## src/i2ctrm_pkg.sv

```systemverilog
// Package for the I2C target register map: item types, event codes and constants.
// No dependencies; every other file of the block imports it.
`default_nettype none

package i2ctrm_pkg;

    // Bus event codes carried in the mode field of an input item.
    localparam logic [2:0] EV_TXRDY   = 3'd0;
    localparam logic [2:0] EV_RXBYTE  = 3'd1;
    localparam logic [2:0] EV_MATCH   = 3'd2;
    localparam logic [2:0] EV_NACK    = 3'd3;
    localparam logic [2:0] EV_STOP    = 3'd4;
    localparam logic [2:0] EV_TIMEOUT = 3'd5;
    localparam logic [2:0] EV_ERROR   = 3'd6;

    // Register numbers of the map.
    localparam logic [7:0] REG_TICK       = 8'd0;
    localparam logic [7:0] REG_MSTATE     = 8'd1;
    localparam logic [7:0] REG_MERROR     = 8'd2;
    localparam logic [7:0] REG_SPEED      = 8'd3;
    localparam logic [7:0] REG_CURRENT    = 8'd4;
    localparam logic [7:0] REG_VOLTAGE    = 8'd5;
    localparam logic [7:0] REG_TEMP       = 8'd6;
    localparam logic [7:0] REG_OL_TARGET  = 8'd7;

    // Motor command codes.
    localparam logic [1:0] MCMD_NONE  = 2'd0;
    localparam logic [1:0] MCMD_START = 2'd1;
    localparam logic [1:0] MCMD_STOP  = 2'd2;

    // Miscellaneous constants.
    localparam logic [7:0]  NOT_KNOWN_BYTE    = 8'hCA;
    localparam logic [7:0]  CMD_START_BYTE    = 8'd1;
    localparam logic [15:0] START_SPEED_RESET = 16'd2000;
    localparam int          STORE_DEPTH       = 4;

    // Four-byte send store, entry 0 goes out first.
    typedef logic [STORE_DEPTH-1:0][7:0] t_store;

    // One input item: a bus event plus the snapshot of served values.
    typedef struct packed {
        logic [2:0]         mode;
        logic [7:0]         data_in;
        logic [31:0]        tick_count;
        logic [7:0]         motor_state;
        logic [7:0]         motor_error;
        logic signed [31:0] speed_rpm;
        logic signed [31:0] phase_current;
        logic signed [31:0] bus_voltage;
        logic signed [31:0] temperature;
        logic [15:0]        open_loop_target;
    } t_in_item;

    // One result item.
    typedef struct packed {
        logic        tx_valid;
        logic [7:0]  tx_byte;
        logic        size_valid;
        logic [2:0]  transfer_size;
        logic [1:0]  motor_command;
        logic [15:0] motor_speed;
    } t_out_item;

endpackage

`default_nettype wire

```

## src/i2ctrm_if.sv

```systemverilog
// Valid/ready channel interfaces for input items and result items.
// Depends on i2ctrm_pkg for the payload types.
`default_nettype none

interface i2ctrm_in_if;
    import i2ctrm_pkg::*;

    logic     valid;
    logic     ready;
    t_in_item payload;

    modport source (output valid, output payload, input ready);
    modport sink   (input valid, input payload, output ready);
endinterface

interface i2ctrm_out_if;
    import i2ctrm_pkg::*;

    logic      valid;
    logic      ready;
    t_out_item payload;

    modport source (output valid, output payload, input ready);
    modport sink   (input valid, input payload, output ready);
endinterface

`default_nettype wire

```

## src/i2ctrm_load.sv

```systemverilog
// Read-reply loader: packs the selected register big-endian into the send store.
// Depends on i2ctrm_pkg.
`default_nettype none

module i2ctrm_load (
    input  wire logic [7:0]          i_register_select,
    input  wire i2ctrm_pkg::t_in_item i_item,
    input  wire i2ctrm_pkg::t_store  i_store,
    output i2ctrm_pkg::t_store       o_store,
    output logic [2:0]               o_count
);
    import i2ctrm_pkg::*;

    // Bytes past the loaded count keep what an earlier load left.
    // Entry 0 goes out first, so it takes the most significant byte.
    always_comb begin
        o_store = i_store;
        o_count = 3'd1;
        case (i_register_select)
            REG_TICK: begin
                o_store = {i_item.tick_count[7:0], i_item.tick_count[15:8],
                           i_item.tick_count[23:16], i_item.tick_count[31:24]};
                o_count = 3'd4;
            end
            REG_MSTATE: begin
                o_store[0] = i_item.motor_state;
            end
            REG_MERROR: begin
                o_store[0] = i_item.motor_error;
            end
            REG_SPEED: begin
                o_store = {i_item.speed_rpm[7:0], i_item.speed_rpm[15:8],
                           i_item.speed_rpm[23:16], i_item.speed_rpm[31:24]};
                o_count = 3'd4;
            end
            REG_CURRENT: begin
                o_store = {i_item.phase_current[7:0], i_item.phase_current[15:8],
                           i_item.phase_current[23:16], i_item.phase_current[31:24]};
                o_count = 3'd4;
            end
            REG_VOLTAGE: begin
                o_store = {i_item.bus_voltage[7:0], i_item.bus_voltage[15:8],
                           i_item.bus_voltage[23:16], i_item.bus_voltage[31:24]};
                o_count = 3'd4;
            end
            REG_TEMP: begin
                o_store = {i_item.temperature[7:0], i_item.temperature[15:8],
                           i_item.temperature[23:16], i_item.temperature[31:24]};
                o_count = 3'd4;
            end
            REG_OL_TARGET: begin
                o_store[0] = i_item.open_loop_target[15:8];
                o_store[1] = i_item.open_loop_target[7:0];
                o_count    = 3'd2;
            end
            default: begin
                // Unknown register answers with a single marker byte.
                o_store[0] = NOT_KNOWN_BYTE;
            end
        endcase
    end

endmodule

`default_nettype wire

```

## src/i2c_target_register_map.sv

```systemverilog
// Top level of the I2C target register map: event decoding, state and result register.
// Depends on i2ctrm_pkg, i2ctrm_in_if / i2ctrm_out_if and i2ctrm_load.
//
//   Channel   Direction  Handshake        Carries
//   i_in      in         valid/ready      one bus event with register snapshots
//   o_out     out        valid/ready      one result per event
//   i_cfg     in         write enable     start_speed (16 bit)
//
// Each event is decoded in the cycle it is accepted; its result appears in the
// output register on the next cycle, and one event can be taken every cycle.
// The only stall is the output register: a new event is accepted while the
// result is empty or being taken. Reset is synchronous and returns the block
// to idle with start_speed 2000 and an all-zero send store.
`default_nettype none

module i2c_target_register_map (
    input  wire logic        i_clk,
    input  wire logic        i_rst_n,
    input  wire logic        i_cfg_we,
    input  wire logic [15:0] i_cfg_wdata,
    i2ctrm_in_if.sink        i_in,
    i2ctrm_out_if.source     o_out
);
    import i2ctrm_pkg::*;

    typedef enum logic [1:0] {
        PH_IDLE,
        PH_SELECT,
        PH_RECEIVE,
        PH_SEND
    } t_phase;

    t_phase      r_phase, n_phase, w_phase_mid;
    logic [7:0]  r_select, n_select;
    logic [7:0]  r_rx_count, n_rx_count;
    logic [7:0]  r_cmd_byte, n_cmd_byte;
    logic [7:0]  r_send_pos, n_send_pos;
    t_store      r_store, n_store;
    logic [15:0] r_start_speed;
    logic        r_out_valid;
    t_out_item   r_out, n_out;

    t_store      w_load_store;
    logic [2:0]  w_load_count;
    logic        w_in_fire;
    t_in_item    w_item;

    assign w_item    = i_in.payload;
    assign i_in.ready = ~r_out_valid | o_out.ready;
    assign w_in_fire = i_in.valid & i_in.ready;

    assign o_out.valid   = r_out_valid;
    assign o_out.payload = r_out;

    // Read replies are packed from the snapshot fields.
    i2ctrm_load u_load (
        .i_register_select (r_select),
        .i_item            (w_item),
        .i_store           (r_store),
        .o_store           (w_load_store),
        .o_count           (w_load_count)
    );

    // Event decoding: address match and abort events first, then the phase action.
    always_comb begin
        n_phase    = r_phase;
        n_select   = r_select;
        n_rx_count = r_rx_count;
        n_cmd_byte = r_cmd_byte;
        n_send_pos = r_send_pos;
        n_store    = r_store;
        n_out      = '0;
        w_phase_mid = r_phase;

        if (w_item.mode == EV_MATCH) begin
            if (w_item.data_in == 8'd0) begin
                n_rx_count  = 8'd0;
                w_phase_mid = PH_SELECT;
            end else begin
                n_store             = w_load_store;
                n_out.size_valid    = 1'b1;
                n_out.transfer_size = w_load_count;
                n_out.tx_valid      = 1'b1;
                n_out.tx_byte       = w_load_store[0];
                n_send_pos          = 8'd1;
                w_phase_mid         = PH_SEND;
            end
        end else if (w_item.mode == EV_TIMEOUT || w_item.mode == EV_ERROR) begin
            w_phase_mid = PH_IDLE;
        end
        n_phase = w_phase_mid;

        case (w_phase_mid)
            PH_IDLE: begin
                n_out.size_valid    = 1'b1;
                n_out.transfer_size = 3'd0;
            end
            PH_SELECT: begin
                if (w_item.mode == EV_RXBYTE) begin
                    n_select = w_item.data_in;
                    n_phase  = PH_RECEIVE;
                end
            end
            PH_RECEIVE: begin
                if (w_item.mode == EV_RXBYTE) begin
                    if (r_rx_count == 8'd0) begin
                        n_cmd_byte = w_item.data_in;
                    end
                    n_rx_count = r_rx_count + 8'd1;
                end
                // Stop on register 0 issues the motor command.
                if (w_item.mode == EV_STOP && r_select == REG_TICK) begin
                    if (r_cmd_byte == CMD_START_BYTE) begin
                        n_out.motor_command = MCMD_START;
                        n_out.motor_speed   = r_start_speed;
                    end else begin
                        n_out.motor_command = MCMD_STOP;
                    end
                end
            end
            PH_SEND: begin
                if (w_item.mode == EV_TXRDY) begin
                    n_out.tx_valid = 1'b1;
                    n_out.tx_byte  = (r_send_pos < 8'(STORE_DEPTH))
                                     ? r_store[r_send_pos[1:0]] : 8'h00;
                    n_send_pos     = r_send_pos + 8'd1;
                end
            end
            default: begin
                n_phase = PH_IDLE;
            end
        endcase
    end

    // State, configuration register and result register.
    always_ff @(posedge i_clk) begin
        if (!i_rst_n) begin
            r_phase       <= PH_IDLE;
            r_select      <= 8'd0;
            r_rx_count    <= 8'd0;
            r_cmd_byte    <= 8'd0;
            r_send_pos    <= 8'd0;
            r_store       <= '0;
            r_start_speed <= START_SPEED_RESET;
            r_out_valid   <= 1'b0;
        end else begin
            if (i_cfg_we) begin
                r_start_speed <= i_cfg_wdata;
            end
            if (w_in_fire) begin
                r_phase    <= n_phase;
                r_select   <= n_select;
                r_rx_count <= n_rx_count;
                r_cmd_byte <= n_cmd_byte;
                r_send_pos <= n_send_pos;
                r_store    <= n_store;
                r_out      <= n_out;
                r_out_valid <= 1'b1;
            end else if (o_out.ready) begin
                r_out_valid <= 1'b0;
            end
        end
    end

endmodule

`default_nettype wire

```

## src/flat_wrapper.sv

```systemverilog
// flat-port wrapper written by rule: the top's interface ports become plain ports
module i2c_target_register_map_flat import i2ctrm_pkg::*;
  (i_clk, i_rst_n, i_cfg_we, i_cfg_wdata, i_in_valid, i_in_payload, i_in_ready, o_out_valid, o_out_payload, o_out_ready);
  i2ctrm_in_if i_in_i ();
  i2ctrm_out_if o_out_i ();
  input  wire logic i_clk;
  input  wire logic i_rst_n;
  input  wire logic i_cfg_we;
  input  wire logic [15:0] i_cfg_wdata;
  input wire logic [$bits(i_in_i.valid)-1:0] i_in_valid;
  input wire logic [$bits(i_in_i.payload)-1:0] i_in_payload;
  output wire logic [$bits(i_in_i.ready)-1:0] i_in_ready;
  output wire logic [$bits(o_out_i.valid)-1:0] o_out_valid;
  output wire logic [$bits(o_out_i.payload)-1:0] o_out_payload;
  input wire logic [$bits(o_out_i.ready)-1:0] o_out_ready;
  assign i_in_i.valid = i_in_valid;
  assign i_in_i.payload = i_in_payload;
  assign i_in_ready = i_in_i.ready;
  assign o_out_valid = o_out_i.valid;
  assign o_out_payload = o_out_i.payload;
  assign o_out_i.ready = o_out_ready;
  i2c_target_register_map u_core (.i_clk(i_clk), .i_rst_n(i_rst_n), .i_cfg_we(i_cfg_we), .i_cfg_wdata(i_cfg_wdata), .i_in(i_in_i), .o_out(o_out_i));
endmodule
```

## config.mk

```make
export PLATFORM = sky130hd
export DESIGN_NAME = i2c_target_register_map_flat
export DESIGN_NICKNAME = d
export VERILOG_FILES = /design/src/i2ctrm_pkg.sv /design/src/i2ctrm_if.sv /design/src/i2ctrm_load.sv /design/src/i2c_target_register_map.sv /design/src/flat_wrapper.sv
export SDC_FILE = /design/constraint.sdc
export NUM_CORES = 1
export LEC_CHECK = 0
export BUFFER_PORTS_ARGS = -buffer_cell sky130_fd_sc_hd__buf_2
export CAP_MARGIN = 20
export CORE_MARGIN = 2
export CORE_UTILIZATION = 36
export CTS_CLUSTER_SIZE = 10
export DETAILED_ROUTE_END_ITERATION = 10
export PLACE_DENSITY_LB_ADDON = 0.1
export SYNTH_ARGS = -nofsm -noshare
export SYNTH_HDL_FRONTEND = slang
export SYNTH_SLANG_ARGS = --single-unit
```

## constraint.sdc

```tcl
create_clock -name i_clk -period 2.6 [get_ports i_clk]
set_input_delay 0.13 -clock i_clk [delete_from_list [all_inputs] [get_ports i_clk]]
set_output_delay 0.13 -clock i_clk [all_outputs]
set_load 0.005 [all_outputs]
```

==> run metrics <==
number of routed nets with antenna violations 0; post-synthesis cell type count 59; Max Cap Violations 0; commonest non-fill, non-tap cell in the layout buf_2; leak pwr 3.616 nW; syn_nets 867; Clock Sinks 114; critical path cell sequence or4_4, nor2_4, and3_1, nand3_1, o211a_1; IO Pins 257; Post-Route WL 21100 um; YS warnings 0; H-tree levels 4; number of synthesized flops with an enable pin 31; slowest stage delay, CP 0.56 ns; sequential group share of total power 41.4%; antenna violations before repair 1; WHS Path Cells 3; WP buf/inv 0; setup violators final 0; Die X-Extent 137.0 um; Num CTS Buffers 17; Relative slew margins 37.83%; required time worst endpoint 2.90 ns; WL/cell 18.46 um; Initial Util 36.79%; Worst Setup End Kind register; Syn Inst Count 640; PortBufs 256; WS Path Type register to register; combinational cell fraction of total power 9.8%; CP top delay family simple AND/OR/NAND/NOR gates; Core Footprint 17300 sq um; Switching Fraction 22.39%; Avg Cell Area, Syn 9.943 sq um; final max-slew violation count 0; Tot GR Track Use 22.73%; DRC 0; CTS tree done; die area 18760 sq um; Most used DFF post-synth dfxtp_1; drt pass-1 iters 5; Worst-Margin Slew 0.9303 ns; Clk pin slew, worst setup/hold paths 0.05 ns; Final HPWL DP 16100 um; Worst EP arrival 2.59 ns; routed vias 6132; Final min period 2.282 ns; final core occ 50.06%; NumNets Final 1131; Die Ht 137.0 um; CP Max Fanout 18; clock root cell clkbuf_16; share of cells above drive strength 1 39.04%; setup TNS 0 ns; GRT Residual Overflow 0; clock share of power 48.8%; Placer Congestion 0.8361; Post-synth ARST share 0%; Worst VDD drop 0.4115 mV; area growth from synthesis to layout 36.06%; Slowest cell on crit path or4_4; placed cells 1087; status completed; Std-Cell Rows 48; clock buffer depth 2; CTS resizes 0; Hold Path Class primary input to register; endpoints failing hold 0; worst-case reg-to-reg path depth 5; max frequency 438.3 MHz; Fin Clk Skew 0.01011 ns; post-synthesis sequential area ratio 40.74%; largest net degree at the start of global routing 75; Psw 1.032 mW; initial drt markers 476; commonest non-fill, non-tap cells in the layout buf_2, dfxtp_1, mux2i_1; Layout Cells excl Fill 1143; drt via density 5.365; crit start category register; pwr dens 532.1 nW/um^2; Hold WS 0.01695 ns; first-pass GRT wire length 32660 um; synthesized cell area 6364 sq um; clock latency at the later pin of the worst-skew pair 0.41 ns; Crit path depth 5; vias in the first global route 6199; RSZ-0062 raised after global routing false; internal cell power 3.576 mW; Final period util 87.76%; number of synthesized register bits 114; Tot Pwr 4.607 mW
synth_stat cells (5+ instances only):
cell	count	share of area (%)
mux2i_1	58	9.1
and2_1	19	1.9
nor4_1	6	0.59
o211a_1	12	1.9
buf_2	15	1.2
o21ai_0	45	3.5
edfxtp_1	31	15
and3_1	6	0.59
a21boi_0	5	0.59
a31oi_1	10	0.98
nor2b_1	26	2.6
clkbuf_1	25	1.5
inv_1	8	0.47
nor3_1	10	0.79
o221ai_1	28	3.9
a211oi_1	9	1.1
mux4_2	18	6.4
o21a_1	5	0.59
dfxtp_1	83	26
nand2_1	45	2.7
buf_1	7	0.41
mux2_2	20	3.5
nand3_1	22	1.7
nor2_1	31	1.8
a21oi_1	23	1.8
o22ai_1	11	1.1
tightest hold or removal path, delay by kind of cell:
family,cells,cell delay (ns)
and+or+nand+nor,1,0.06
buffers and inverters,1,0.11
AOI/OAI and AO/OA,1,0.08
kinds of logic after synthesis:
| group | Yosys count | share of synthesized area, % |
|---|---|---|
| compound gates | 172 | 18.76 |
| fa+ha+maj | 3 | 0.5899 |
| buf+inv | 59 | 3.952 |
| flops | 114 | 40.74 |
| xor+xnor | 1 | 0.1377 |
| mux | 96 | 19.03 |
| simple gates | 195 | 16.79 |
flip-flops by register name, indices dropped and copies added, names as in the netlist, 2 cells and up:
| signal | cells |
|---|---|
| u_core.r_start_speed | 16 |
| u_core.r_phase | 2 |
| u_core.o_out.payload | 31 |
| u_core.r_store | 32 |
| u_core.r_cmd_byte | 8 |
| u_core.r_select | 8 |
| u_core.r_rx_count | 8 |
| u_core.r_send_pos | 8 |
final timing paths:
check | from | endpoint | slack, ns
worst max-delay path | u_core.r_select[4] | u_core.r_store[25] | 0.32
worst min-delay path | i_in_payload[182] | u_core.r_store[14] | 0.02
worst max register to register | u_core.r_select[4] | u_core.r_store[25] | 0.32
worst min register to register | u_core.r_start_speed[10] | u_core.r_start_speed[10] | 0.46
power by group through the flow:
| stage | combinational, mW | sequential, mW | clock (mW) |
|---|---|---|---|
| global placement | 0.423 | 1.94 | 0 |
| detailed placement | 0.427 | 1.94 | 0 |
| global route | 0.498 | 1.91 | 2.36 |
| floorplan | 0.179 | 1.93 | 0 |
| finish | 0.454 | 1.91 | 2.25 |
| CTS | 0.456 | 1.91 | 2.28 |
layer usage:
| metal | track usage, % | wire [um] | up-vias |
|---|---|---|---|
| li1 | - | - | 2985 |
| met1 | 29.08 | 9126 | 2905 |
| met2 | 38.42 | 10520 | 223 |
| met3 | 4.556 | 1166 | 19 |
| met4 | 7.274 | 286 | 0 |
| met5 | 0 | 0 | - |
stage by stage:
step                instance area [sq um]  setup slack [ns]
floorplan                            6364           0.04531
global placement                     7853            0.3477
detailed placement                   7853            0.3160
CTS                                  8656            0.3090
global route                         8658            0.1355
finish                               8658            0.3182
timing repair:
item | 4_1_cts | 5_1_grt
buffers inserted | 0 | 0
setup endpoints to repair | 0 | 0
hold buffers | 23 | 0
hold endpoints to repair | 23 | 0
area by class of cell:
cell class	instances	area, sq um
antenna	1	2.502
clock buffer	22	464.2
clock inverter	10	108.9
fill	1665	8638
inverter	9	33.78
multi-input combinational	467	3527
sequential	114	2596
tap	225	281.5
timing repair buffer	295	1644
(Power assumes the default switching activity.)
